===== config.mk =====
export PLATFORM = sky130hd
export DESIGN_NAME = relay_channel_guard_controller_unit
export DESIGN_NICKNAME = d
export VERILOG_FILES = /design/src/rtl/rcgc_pkg.sv /design/src/rtl/rcgc_csr.sv /design/src/rtl/relay_channel_guard_controller_unit.sv
export SDC_FILE = /design/constraint.sdc
export NUM_CORES = 2
export LEC_CHECK = 0
export ABC_AREA = 1
export BUFFER_PORTS_ARGS = -buffer_cell sky130_fd_sc_hd__buf_2
export CORE_MARGIN = 10
export CORE_UTILIZATION = 36
export DETAILED_ROUTE_END_ITERATION = 10
export PLACE_DENSITY = 0.52
export SETUP_SLACK_MARGIN = 0.02
export SLEW_MARGIN = 20
export SYNTH_ARGS = -nofsm -noshare
export SYNTH_HDL_FRONTEND = slang
export SYNTH_SLANG_ARGS = --single-unit

===== constraint.sdc =====
create_clock -name clock -period 10.5 [get_ports clock]
set_input_delay 2.1 -clock clock [delete_from_list [all_inputs] [get_ports clock]]
set_output_delay 2.1 -clock clock [all_outputs]
set_load 0.01 [all_outputs]

===== src/rtl/rcgc_pkg.sv =====
package rcgc_pkg;

   // largest second count whose millisecond value fits in 32 bits
   localparam logic [22:0] SEC_MAX    = 23'd4294967;
   localparam logic [31:0] MS_PER_SEC = 32'd1000;

   // input commands
   typedef enum logic [1:0] {
      CMD_TICK       = 2'd0,
      CMD_SET_MODE   = 2'd1,
      CMD_SET_MANUAL = 2'd2,
      CMD_ONE_SHOT   = 2'd3
   } cmd_type;

   // channel modes
   typedef enum logic [1:0] {
      MODE_AUTO   = 2'd0,
      MODE_MANUAL = 2'd1,
      MODE_TIMER  = 2'd2
   } mode_type;

   // configuration register indexes
   typedef enum logic [2:0] {
      REG_MIN_ON     = 3'd0,
      REG_MIN_OFF    = 3'd1,
      REG_MAX_ON     = 3'd2,
      REG_MAX_REST   = 3'd3,
      REG_MAX_OFF    = 3'd4,
      REG_CYCLE_ON   = 3'd5,
      REG_CYCLE_OFF  = 3'd6,
      REG_MAN_TO     = 3'd7
   } reg_idx_type;

   // guard times held in milliseconds; zero means disabled
   typedef struct packed {
      logic [31:0] min_on_ms;
      logic [31:0] min_off_ms;
      logic [31:0] max_on_ms;
      logic [31:0] max_rest_ms;
      logic [31:0] max_off_ms;
      logic [31:0] cycle_on_ms;
      logic [31:0] cycle_off_ms;
      logic [31:0] man_to_ms;
   } cfg_type;

   localparam logic [22:0] CYCLE_ON_RESET_SEC  = 23'd3600;
   localparam logic [22:0] CYCLE_OFF_RESET_SEC = 23'd1800;

   // saturate seconds and scale to milliseconds; the saturated product fits in 32 bits
   function automatic logic [31:0] sec_to_ms(input logic [22:0] sec);
      logic [22:0] sat;
      logic [31:0] prod;
      sat  = (sec > SEC_MAX) ? SEC_MAX : sec;
      prod = {9'd0, sat} * MS_PER_SEC;
      return prod;
   endfunction

endpackage


===== src/rtl/rcgc_csr.sv =====
module rcgc_csr (
   input  logic              clock,
   input  logic              reset,
   input  logic              csr_we,
   input  logic [2:0]        csr_index,
   input  logic [22:0]       csr_wdata,
   output rcgc_pkg::cfg_type cfg
);
   import rcgc_pkg::*;

   cfg_type     cfg_ff;
   cfg_type     cfg_in;
   cfg_type     cfg_rst;
   logic [31:0] wdata_ms;

   // scale once at write time so the datapath only compares
   assign wdata_ms = sec_to_ms(csr_wdata);

   // reset values: timer phases set, every other guard disabled
   assign cfg_rst = {160'd0, sec_to_ms(CYCLE_ON_RESET_SEC),
                     sec_to_ms(CYCLE_OFF_RESET_SEC), 32'd0};

   // register select
   always_comb begin
      cfg_in = cfg_ff;
      if (csr_we) begin
         case (csr_index)
            REG_MIN_ON:    cfg_in.min_on_ms    = wdata_ms;
            REG_MIN_OFF:   cfg_in.min_off_ms   = wdata_ms;
            REG_MAX_ON:    cfg_in.max_on_ms    = wdata_ms;
            REG_MAX_REST:  cfg_in.max_rest_ms  = wdata_ms;
            REG_MAX_OFF:   cfg_in.max_off_ms   = wdata_ms;
            REG_CYCLE_ON:  cfg_in.cycle_on_ms  = wdata_ms;
            REG_CYCLE_OFF: cfg_in.cycle_off_ms = wdata_ms;
            REG_MAN_TO:    cfg_in.man_to_ms    = wdata_ms;
            default:       cfg_in = cfg_ff;
         endcase
      end
   end

   always_ff @(posedge clock) begin
      if (reset) begin
         cfg_ff <= cfg_rst;
      end else begin
         cfg_ff <= cfg_in;
      end
   end

   assign cfg = cfg_ff;

endmodule


===== src/rtl/relay_channel_guard_controller_unit.sv =====
// Relay channel controller with anti-short-cycle guards. Each request
// transaction carries a command and the current millisecond time; every
// request yields exactly one response transaction with the relay state,
// the drive level, switch and refusal flags and the mode. One transaction
// is taken per clock cycle while the response side is ready; each response
// goes through the input register, then the result register, before it is offered. The
// cycle time is set by the parallel 32-bit subtract-and-compare checks of
// the guard times. Guard times are written through the csr port in seconds
// and are saturated and stored in milliseconds; write them only while no
// transaction is in flight.
module relay_channel_guard_controller_unit #(
   parameter bit ACTIVE_LOW = 1'b0
) (
   input  logic        clock,
   input  logic        reset,
   // request: command[1:0], now_ms[33:2], auto_request[34], mode_value[36:35],
   //          manual_level[37], one_shot_sec[60:38], zero fill
   input  logic        req_tvalid,
   output logic        req_tready,
   input  logic [63:0] req_tdata,
   // response: relay_on[0], pin_level[1], switched[2], refused[3],
   //           mode_now[5:4], zero fill
   output logic        rsp_tvalid,
   input  logic        rsp_tready,
   output logic [7:0]  rsp_tdata,
   input  logic        csr_we,
   input  logic [2:0]  csr_index,
   input  logic [22:0] csr_wdata
);
   import rcgc_pkg::*;

   cfg_type cfg;

   rcgc_csr u_csr (
      .clock     (clock),
      .reset     (reset),
      .csr_we    (csr_we),
      .csr_index (csr_index),
      .csr_wdata (csr_wdata),
      .cfg       (cfg)
   );

   function automatic logic reached(input logic [31:0] now, input logic [31:0] stamp,
                                    input logic [31:0] ms);
      logic [31:0] elapsed;
      elapsed = now - stamp;
      return elapsed >= ms;
   endfunction

   // input register
   logic        in_valid_ff;
   logic [1:0]  in_cmd_ff;
   logic [31:0] in_now_ff;
   logic        in_areq_ff;
   logic [1:0]  in_mode_ff;
   logic        in_level_ff;
   logic [31:0] in_shot_ms_ff;

   // channel state
   mode_type    mode_ff, mode_in;
   logic        out_on_ff, out_on_in;
   logic        manual_on_ff, manual_on_in;
   logic [31:0] last_on_ff, last_on_in;
   logic [31:0] last_off_ff, last_off_in;
   logic [31:0] cutoff_ff, cutoff_in;
   logic [31:0] phase_start_ff, phase_start_in;
   logic        on_phase_ff, on_phase_in;
   logic [31:0] man_start_ff, man_start_in;
   logic [31:0] shot_ms_ff, shot_ms_in;
   logic [31:0] shot_start_ff, shot_start_in;

   // result register
   logic        rsp_valid_ff;
   logic        switched_ff, switched_in;
   logic        refused_ff, refused_in;

   logic        rsp_free;
   logic        advance;
   logic        allow_on;
   logic        allow_off;
   logic        do_drive, drive_val;
   logic        do_ask, ask_val;
   logic        want_on;

   // handshake: the input register moves whenever the result slot frees
   assign rsp_free   = !rsp_valid_ff || rsp_tready;
   assign advance    = in_valid_ff && rsp_free;
   assign req_tready = !in_valid_ff || rsp_free;

   always_ff @(posedge clock) begin
      if (reset) begin
         in_valid_ff <= 1'b0;
      end else if (req_tready) begin
         in_valid_ff <= req_tvalid;
      end
   end

   // one-shot length is scaled on capture
   always_ff @(posedge clock) begin
      if (req_tvalid && req_tready) begin
         in_cmd_ff     <= req_tdata[1:0];
         in_now_ff     <= req_tdata[33:2];
         in_areq_ff    <= req_tdata[34];
         in_mode_ff    <= req_tdata[36:35];
         in_level_ff   <= req_tdata[37];
         in_shot_ms_ff <= sec_to_ms(req_tdata[60:38]);
      end
   end

   // guard checks against the current stamps
   assign allow_on =
      !(last_off_ff != '0 && !reached(in_now_ff, last_off_ff, cfg.min_off_ms)) &&
      !(cfg.max_rest_ms != '0 && cutoff_ff != '0 &&
        !reached(in_now_ff, cutoff_ff, cfg.max_rest_ms));
   assign allow_off =
      !(last_on_ff != '0 && !reached(in_now_ff, last_on_ff, cfg.min_on_ms));

   // command decode and next state
   always_comb begin
      mode_in        = mode_ff;
      out_on_in      = out_on_ff;
      manual_on_in   = manual_on_ff;
      last_on_in     = last_on_ff;
      last_off_in    = last_off_ff;
      cutoff_in      = cutoff_ff;
      phase_start_in = phase_start_ff;
      on_phase_in    = on_phase_ff;
      man_start_in   = man_start_ff;
      shot_ms_in     = shot_ms_ff;
      shot_start_in  = shot_start_ff;
      switched_in    = 1'b0;
      refused_in     = 1'b0;
      do_drive       = 1'b0;
      drive_val      = 1'b0;
      do_ask         = 1'b0;
      ask_val        = 1'b0;
      want_on        = 1'b0;

      case (in_cmd_ff)
         CMD_TICK: begin
            case (mode_ff)
               MODE_AUTO: begin
                  if (out_on_ff && cfg.max_on_ms != '0 &&
                      reached(in_now_ff, last_on_ff, cfg.max_on_ms)) begin
                     cutoff_in = in_now_ff;
                     do_drive  = 1'b1;
                     drive_val = 1'b0;
                  end else begin
                     want_on = in_areq_ff ||
                        (!out_on_ff && cfg.max_off_ms != '0 && last_off_ff != '0 &&
                         reached(in_now_ff, last_off_ff, cfg.max_off_ms));
                     do_ask  = 1'b1;
                     ask_val = want_on;
                  end
               end
               MODE_MANUAL: begin
                  if (cfg.man_to_ms != '0 && man_start_ff != '0 &&
                      reached(in_now_ff, man_start_ff, cfg.man_to_ms)) begin
                     // revert to auto, relay left as it is
                     mode_in      = MODE_AUTO;
                     man_start_in = '0;
                     shot_ms_in   = '0;
                  end else begin
                     drive_val = manual_on_ff;
                     if (shot_ms_ff != '0 && manual_on_ff && shot_start_ff != '0 &&
                         reached(in_now_ff, shot_start_ff, shot_ms_ff)) begin
                        manual_on_in = 1'b0;
                        shot_ms_in   = '0;
                        drive_val    = 1'b0;
                     end
                     do_drive = 1'b1;
                  end
               end
               MODE_TIMER: begin
                  if (on_phase_ff) begin
                     if (reached(in_now_ff, phase_start_ff, cfg.cycle_on_ms)) begin
                        phase_start_in = in_now_ff;
                        on_phase_in    = 1'b0;
                        do_ask         = 1'b1;
                        ask_val        = 1'b0;
                     end
                  end else if (reached(in_now_ff, phase_start_ff, cfg.cycle_off_ms)) begin
                     phase_start_in = in_now_ff;
                     on_phase_in    = 1'b1;
                     do_ask         = 1'b1;
                     ask_val        = 1'b1;
                  end
               end
               default: begin
               end
            endcase
         end
         CMD_SET_MODE: begin
            // an unknown mode code is ignored
            if (in_mode_ff inside {MODE_AUTO, MODE_MANUAL, MODE_TIMER}) begin
               mode_in = mode_type'(in_mode_ff);
               if (in_mode_ff == MODE_MANUAL) begin
                  man_start_in = in_now_ff;
               end else if (in_mode_ff == MODE_TIMER) begin
                  phase_start_in = in_now_ff;
                  on_phase_in    = 1'b1;
                  do_ask         = 1'b1;
                  ask_val        = 1'b1;
               end
            end
         end
         CMD_SET_MANUAL: begin
            manual_on_in = in_level_ff;
            shot_ms_in   = '0;
            do_drive     = (mode_ff == MODE_MANUAL);
            drive_val    = in_level_ff;
         end
         default: begin
            // one-shot on
            manual_on_in  = 1'b1;
            shot_ms_in    = in_shot_ms_ff;
            shot_start_in = in_now_ff;
            do_drive      = (mode_ff == MODE_MANUAL);
            drive_val     = 1'b1;
         end
      endcase

      // guarded request: refuse or turn into a drive
      if (do_ask && ask_val != out_on_ff) begin
         if (ask_val ? allow_on : allow_off) begin
            do_drive  = 1'b1;
            drive_val = ask_val;
         end else begin
            refused_in = 1'b1;
         end
      end

      // drive the relay and stamp the edge
      if (do_drive && drive_val != out_on_ff) begin
         out_on_in   = drive_val;
         switched_in = 1'b1;
         if (drive_val) begin
            last_on_in = in_now_ff;
         end else begin
            last_off_in = in_now_ff;
         end
      end
   end

   // state update on each processed transaction
   always_ff @(posedge clock) begin
      if (reset) begin
         mode_ff        <= MODE_AUTO;
         out_on_ff      <= 1'b0;
         manual_on_ff   <= 1'b0;
         last_on_ff     <= '0;
         last_off_ff    <= '0;
         cutoff_ff      <= '0;
         phase_start_ff <= '0;
         on_phase_ff    <= 1'b0;
         man_start_ff   <= '0;
         shot_ms_ff     <= '0;
         shot_start_ff  <= '0;
      end else if (advance) begin
         mode_ff        <= mode_in;
         out_on_ff      <= out_on_in;
         manual_on_ff   <= manual_on_in;
         last_on_ff     <= last_on_in;
         last_off_ff    <= last_off_in;
         cutoff_ff      <= cutoff_in;
         phase_start_ff <= phase_start_in;
         on_phase_ff    <= on_phase_in;
         man_start_ff   <= man_start_in;
         shot_ms_ff     <= shot_ms_in;
         shot_start_ff  <= shot_start_in;
      end
   end

   // result register
   always_ff @(posedge clock) begin
      if (reset) begin
         rsp_valid_ff <= 1'b0;
      end else if (rsp_free) begin
         rsp_valid_ff <= in_valid_ff;
      end
   end

   always_ff @(posedge clock) begin
      if (advance) begin
         switched_ff <= switched_in;
         refused_ff  <= refused_in;
      end
   end

   assign rsp_tvalid = rsp_valid_ff;
   assign rsp_tdata  = {2'b00, mode_ff, refused_ff, switched_ff,
                        out_on_ff ^ ACTIVE_LOW, out_on_ff};

endmodule

==> Yosys cells after proc, flatten, opt, wreduce, memory -nomap -nowiden <==
Index checks and enable logic that the tools add are counted.
{ "op_classes": {"n_eq_ne": 26, "n_bitwise": 3, "n_reduce_logical": 67, "multipliers": 2, "order_cmp": 11, "n_mux": 61, "n_addsub": 6} }
{ "ops": {"columns": ["cell", "n"], "rows": [
  ["two-way mux 32 bit", 14],
  ["nonzero test 32 bit", 10],
  [">= comparator 32 bit", 9],
  ["subtractor 32 bit", 6],
  ["one-hot mux 32 bit (2 select lines)", 2],
  ["one-hot mux 32 bit (3 select lines)", 1],
  ["multiplier 23 x 7 -> 29 bit (second input constant)", 2],
  ["greater-than comparator 23 bit (second input constant)", 2],
  ["two-way mux 23 bit", 2],
  ["two-way mux 1 bit", 29],
  ["AND reduction 2 bit", 10],
  ["logical AND 1 bit", 19],
  ["inequality test 2 bit (second input constant)", 8],
  ["one-hot mux 1 bit (2 select lines)", 7],
  ["equality test 3 bit (second input constant)", 4],
  ["AND reduction 4 bit", 3],
  ["AND reduction 6 bit", 2],
  ["zero test 1 bit", 9],
  ["inequality test 3 bit (second input constant)", 3],
  ["AND reduction 8 bit", 1],
  ["equality test 2 x 1 -> 1 bit (second input constant)", 3],
  ["equality test 2 bit (second input constant)", 3],
  ["equality test 3 x 2 -> 1 bit (second input constant)", 2],
  ["zero test 2 bit", 3],
  ["other kinds (13)", 22]
]} }
{ "word_totals": {"out_inout_bits": 10, "input_bits": 95, "elab_cells": 205, "register_bits": 532} }

==> Depth between registers and ports, before layout <==
{ "logic_depth": {"ltp_word": 14, "mapped_depth": 43, "depth_no_buf": 41} }

==> Modules after synthesis <==
From an unflattened synthesis, not the netlist that was laid out.
{ "unflattened": {"hier_cells": 6309, "hier_area_um2": 45324.7} }
{ "by_module_without_submodules": {"columns": ["mod", "area_each_um2", "seq_area_each_um2", "cells_each", "instances"], "rows": [
  ["relay_channel_guard_controller_unit", 31555.3, 6636.4, 4317, 1],
  ["rcgc_csr", 13769.5, 4644.5, 1992, 1]
]} }

==> Worst setup path after synthesis <==
Ideal clock, no wire load.
{ "synth_path": {"path_type": "input port to flip-flop", "startpoint": "input port req_tdata[40]", "endpoint": "register in_shot_ms_ff[28], data pin", "arrival_ns": 7.523, "t_required_ns": 10.248, "n_path_buf": 1, "stages": 35, "setup_time_ns": 0.252, "path_slack_ns": 2.725, "path_cell_list": "nand3_1 > a21oi_1 > o31ai_1 > a21oi_1 > o21ai_0 > o21ai_0 > nand2_1 > inv_1 > buf_1 > nor2_1 > fa_1 > inv_1 > fa_1 > inv_1 > fa_1 > inv_1 > fa_1 > inv_1 > ha_1 > nand2_1 > inv_1 > nand2_1 > nand2_1 > nor2_1 > o21ai_2 > a21boi_1 > o21ai_0 > a21boi_1 > o21ai_0 > a21boi_1 > o21ai_2 > nand2_1 > nand2_1 > nand2_1 > nand2_1"} }
{ "synth_via": {"elab_chain_cells": 3} }
{ "synth_rtl": {"columns": ["item", "line_no", "text"], "rows": [
  ["from (decl)", "relay_channel_guard_controller_unit.sv:20", "input logic [63:0] req_tdata,"],
  ["greater-than comparator 23 bit", "rcgc_pkg.sv:53", "sat = (sec > SEC_MAX) ? SEC_MAX : sec;"],
  ["two-way mux 23 bit (*)", "rcgc_pkg.sv:53", null],
  ["multiplier 23 x 7 -> 29 bit (*)", "rcgc_pkg.sv:54", "prod = {9'd0, sat} * MS_PER_SEC;"],
  ["to (signal assigned)", "relay_channel_guard_controller_unit.sv:106", "in_shot_ms_ff <= sec_to_ms(req_tdata[60:38]);"],
  ["to (decl)", "relay_channel_guard_controller_unit.sv:57", "logic [31:0] in_shot_ms_ff;"]
]} }
Every way passes the cells marked *; elsewhere a longest branch is shown, timed or not.
A chain may end at the register's enable or synchronous reset.

==> Worst setup path after layout <==
{ "layout_path": {"startpoint": "input port csr_wdata[2]", "endpoint": "register u_csr.cfg_ff (netlist bit u_csr.cfg[216])"} }
{ "layout_via": {"elab_chain_cells": 3} }
{ "layout_rtl": {"columns": ["item", "line_no", "text"], "rows": [
  ["from (decl)", "relay_channel_guard_controller_unit.sv:28", "input logic [22:0] csr_wdata"],
  ["greater-than comparator 23 bit", "rcgc_pkg.sv:53", null],
  ["two-way mux 23 bit (*)", "rcgc_pkg.sv:53", null],
  ["multiplier 23 x 7 -> 29 bit (*)", "rcgc_pkg.sv:54", null],
  ["to (signal assigned)", "rcgc_csr.sv:43", "cfg_ff <= cfg_rst;"],
  ["to (signal assigned)", "rcgc_csr.sv:45", "cfg_ff <= cfg_in;"],
  ["to (decl)", "rcgc_csr.sv:11", "cfg_type cfg_ff;"]
]} }
Marked as above.

==> qor.yml <==
synth.distinct_cells: 62
worstMarginPinSlew_ns: 1.14
rsz0062_at_grt: "no"
worst_hold_slack_ns: 0.455
yosys-top-cells-area: "dfxtp_1, ha_1, inv_1"
drt-initial-drc-count: 2680
worst-setup-path-type: "input pin to flop"
grt_pass1_vias: 35000
worstHoldPathCells: 2
cts_sinks: 529
fillers: 12200
dp.cells: 7349
slew_violations: 0
r2r-start: "in_now_ff[0]$_DFFE_PP_"
slew_headroom_pct: 23.9
grt_start_max_net_pins: 109
synth-async-reset-ratio_pct: 0
ys.flop_type: "dfxtp_1"
port_buffers: 99
clk_latency_ns: 0.65
reg2reg_depth: 33
ctsHoldBuffers: 0
dieArea_sq_um: 134000
root_buffer: "clkbuf_16"
drc: 0
yosys_warnings: 0
cts_max_level: 3
nNetsFinal: 6658
utilization_pct: 40.6
num_rows: 126
cts-buffers-inserted: 68
fin_area_sq_um: 48000
p_per_area_nw_per_um2: 216
gp_congestion: 0.883
chipHeight_um: 366
synth_enable_flop_cells: 69
syn-instance-count: 5730
cts_tree: "built"
wire_per_inst_um: 17.9
status: "finished clean"
peakVddDrop_mv: 0.387
cts_resized: 0
overflow: 0
ant_nets: 0
fmax_mhz: 116
path_clk_slew_ns: 0.06
post_cts.repair.setup_buffers: 0
routed_wl_um: 134000
setup_viol: 0
power_leakage_nw: 23.0
syn_area_sq_um: 43000
postLayoutSetupSlackWorst_ns: 1.89
setup_tns_ns: 0
rrSetupSlack_ns: 2.17
cp-start-kind: "input pin"
cp_common_cell: "nand2_1"
stdcell_count: 7478
p_total_mw: 10.4
worstPathArrival_ns: 9.18
antenna_found_initial: 17
min_period_over_period_pct: 82.0
clockBufferDepth: 3
dp_slack_ns: 1.37
drive_gt1_share_pct: 6.08
io_pins: 105
ys_ff_latch: 529
cp_slowest_stage_delay_ns: 0.68
track_usage_pct: 19.3
cp_max_fo: 15
start_util_pct: 36.3
rr_endpoint: "last_off_ff[0]$_SDFFE_PP0P_"
yosys.area.top_type: "dfxtp_1"
dr_total_vias: 37300
ys_seq_area_share_pct: 26.2
required_ns: 11.07
max-cap-violations: 0
min_path_type: "flop to flop"
worst_hold_path.endpoint: "phase_start_ff[0]$_SDFFE_PP0P_"
synth_top_area_share_pct: 21.4
avgViaCountPerCell: 4.98
dpl.hpwl_um: 101000
cpMaxStageDelayCell: "nor2_1"
finClkSkew_ns: 0.0416
die_w_um: 366
avgSynthCellArea_sq_um: 7.51
hold_viol: 0
synthToLayoutAreaGrowth_pct: 11.7
design.core.area_sq_um: 118000
finalCriticalPeriod_ns: 8.61
holdCritStartpoint: "phase_start_ff[0]$_SDFFE_PP0P_"
crit_path_end_kind: "flop"
grt_pass1_wl_um: 205000
firstDrtPassIters: 6
placed_cell_area_sq_um: 45700
-- layer usage --
layer  vias up  global-route usage [%]  part of all wire, %
met3       156                    2.56                  5.5
met2       805                    30.6                   44
met5         -                       0                    0
met1     17200                    27.1                   48
met4         0                    5.92                  2.9
li1      19100                       -                    -
-- kinds of logic after synthesis --
group / after synthesis / share of synthesized area [%]
buffers and inverters: 1299 / 11.5
other: 1 / 0.00871
adders and majority gates: 743 / 24.6
DFF: 529 / 26.2
xor gates and xnor gates: 219 / 4.46
AOI/OAI and AO/OA: 1441 / 18.6
and+or+nand+nor: 1498 / 14.7
-- placed cells by master (no fill, tap or decap), drive strengths merged, types with 96 or more instances in the layout --
cell type / netlist / routed
nand2: 798 / 798
nand3: 121 / 121
nand4: 117 / 117
o21ai: 449 / 449
fa: 170 / 170
buf: 35 / 171
a21oi: 724 / 724
ha: 573 / 573
nor2: 365 / 365
dfxtp: 460 / 460
xor2: 140 / 140
clkbuf: 118 / 96
inv: 1142 / 1148
-- where the power goes --
group,leakage [nW],switching [mW],internal [mW]
clock,1.15,0.982,1.49
sequential,4.40,0.0439,2.26
combinational,17.5,3.93,1.69
total,23.0,4.95,5.43
-- worst max-delay path, delay by kind of cell --
family / cells / cell delay, ns
compound gates: 10 / 1.60
fa+ha+maj: 5 / 2.50
xor+xnor: 1 / 0.44
buf+inv: 8 / 0.97
simple gates: 9 / 1.54
-- synth_stat cells, types with 5 or more instances --
master,count
a31oi_1,21
a21boi_2,6
o21bai_1,19
o21ai_0,398
nor2_1,360
o31ai_1,6
inv_2,7
a21boi_0,6
a21oi_1,723
buf_4,8
xor2_1,140
fa_1,170
a221oi_1,6
inv_1,1135
o21a_1,18
o21ai_2,14
buf_1,16
o211ai_1,47
nand3_1,121
nor4_1,37
a211oi_1,67
edfxtp_1,69
dfxtp_1,460
nand2_1,793
a21boi_1,20
nor3_1,44
xnor2_1,79
buf_2,7
o21ai_1,37
nor2_2,5
ha_1,573
a21o_1,21
clkbuf_1,118
nand4_1,115
o221ai_1,15
-- final cells by class --
class	instances	area [sq um]	share of cell area, %
tap	1600	2000	4.17
clock inverter	29	343	0.713
sequential	529	11300	23.5
inverter	1146	4310	8.96
multi-input combinational	3903	27000	56.2
antenna	4	10.0	0.0208
timing repair buffer	172	1070	2.23
clock buffer	95	2010	4.18
-- flip-flops by register name (all words and copies together), names as in the netlist, 2 cells and up --
register        cells
last_off_ff        32
shot_start_ff      32
shot_ms_ff         29
u_csr.cfg         232
in_mode_ff          2
in_cmd_ff           2
last_on_ff         32
phase_start_ff     32
in_now_ff          32
mode_ff             2
man_start_ff       32
in_shot_ms_ff      29
cutoff_ff          32
-- worst max path at each step --
stage	from	end	slack, ns	cells after the start
2_1_floorplan	req_tdata[40]	in_shot_ms_ff[28]$_DFFE_PP_	2.72	35
3_3_place_gp	csr_wdata[1]	u_csr.cfg[216]$_SDFFE_PP0P_	1.28	33
3_5_place_dp	csr_wdata[22]	u_csr.cfg[120]$_SDFFE_PP0P_	1.37	32
4_1_cts	csr_wdata[22]	u_csr.cfg[216]$_SDFFE_PP0P_	2.01	32
5_1_grt	csr_wdata[22]	u_csr.cfg[219]$_SDFFE_PP0P_	1.38	29
6_report	csr_wdata[2]	u_csr.cfg[216]$_SDFFE_PP0P_	1.89	33
Power figures use the tool's default switching activity.
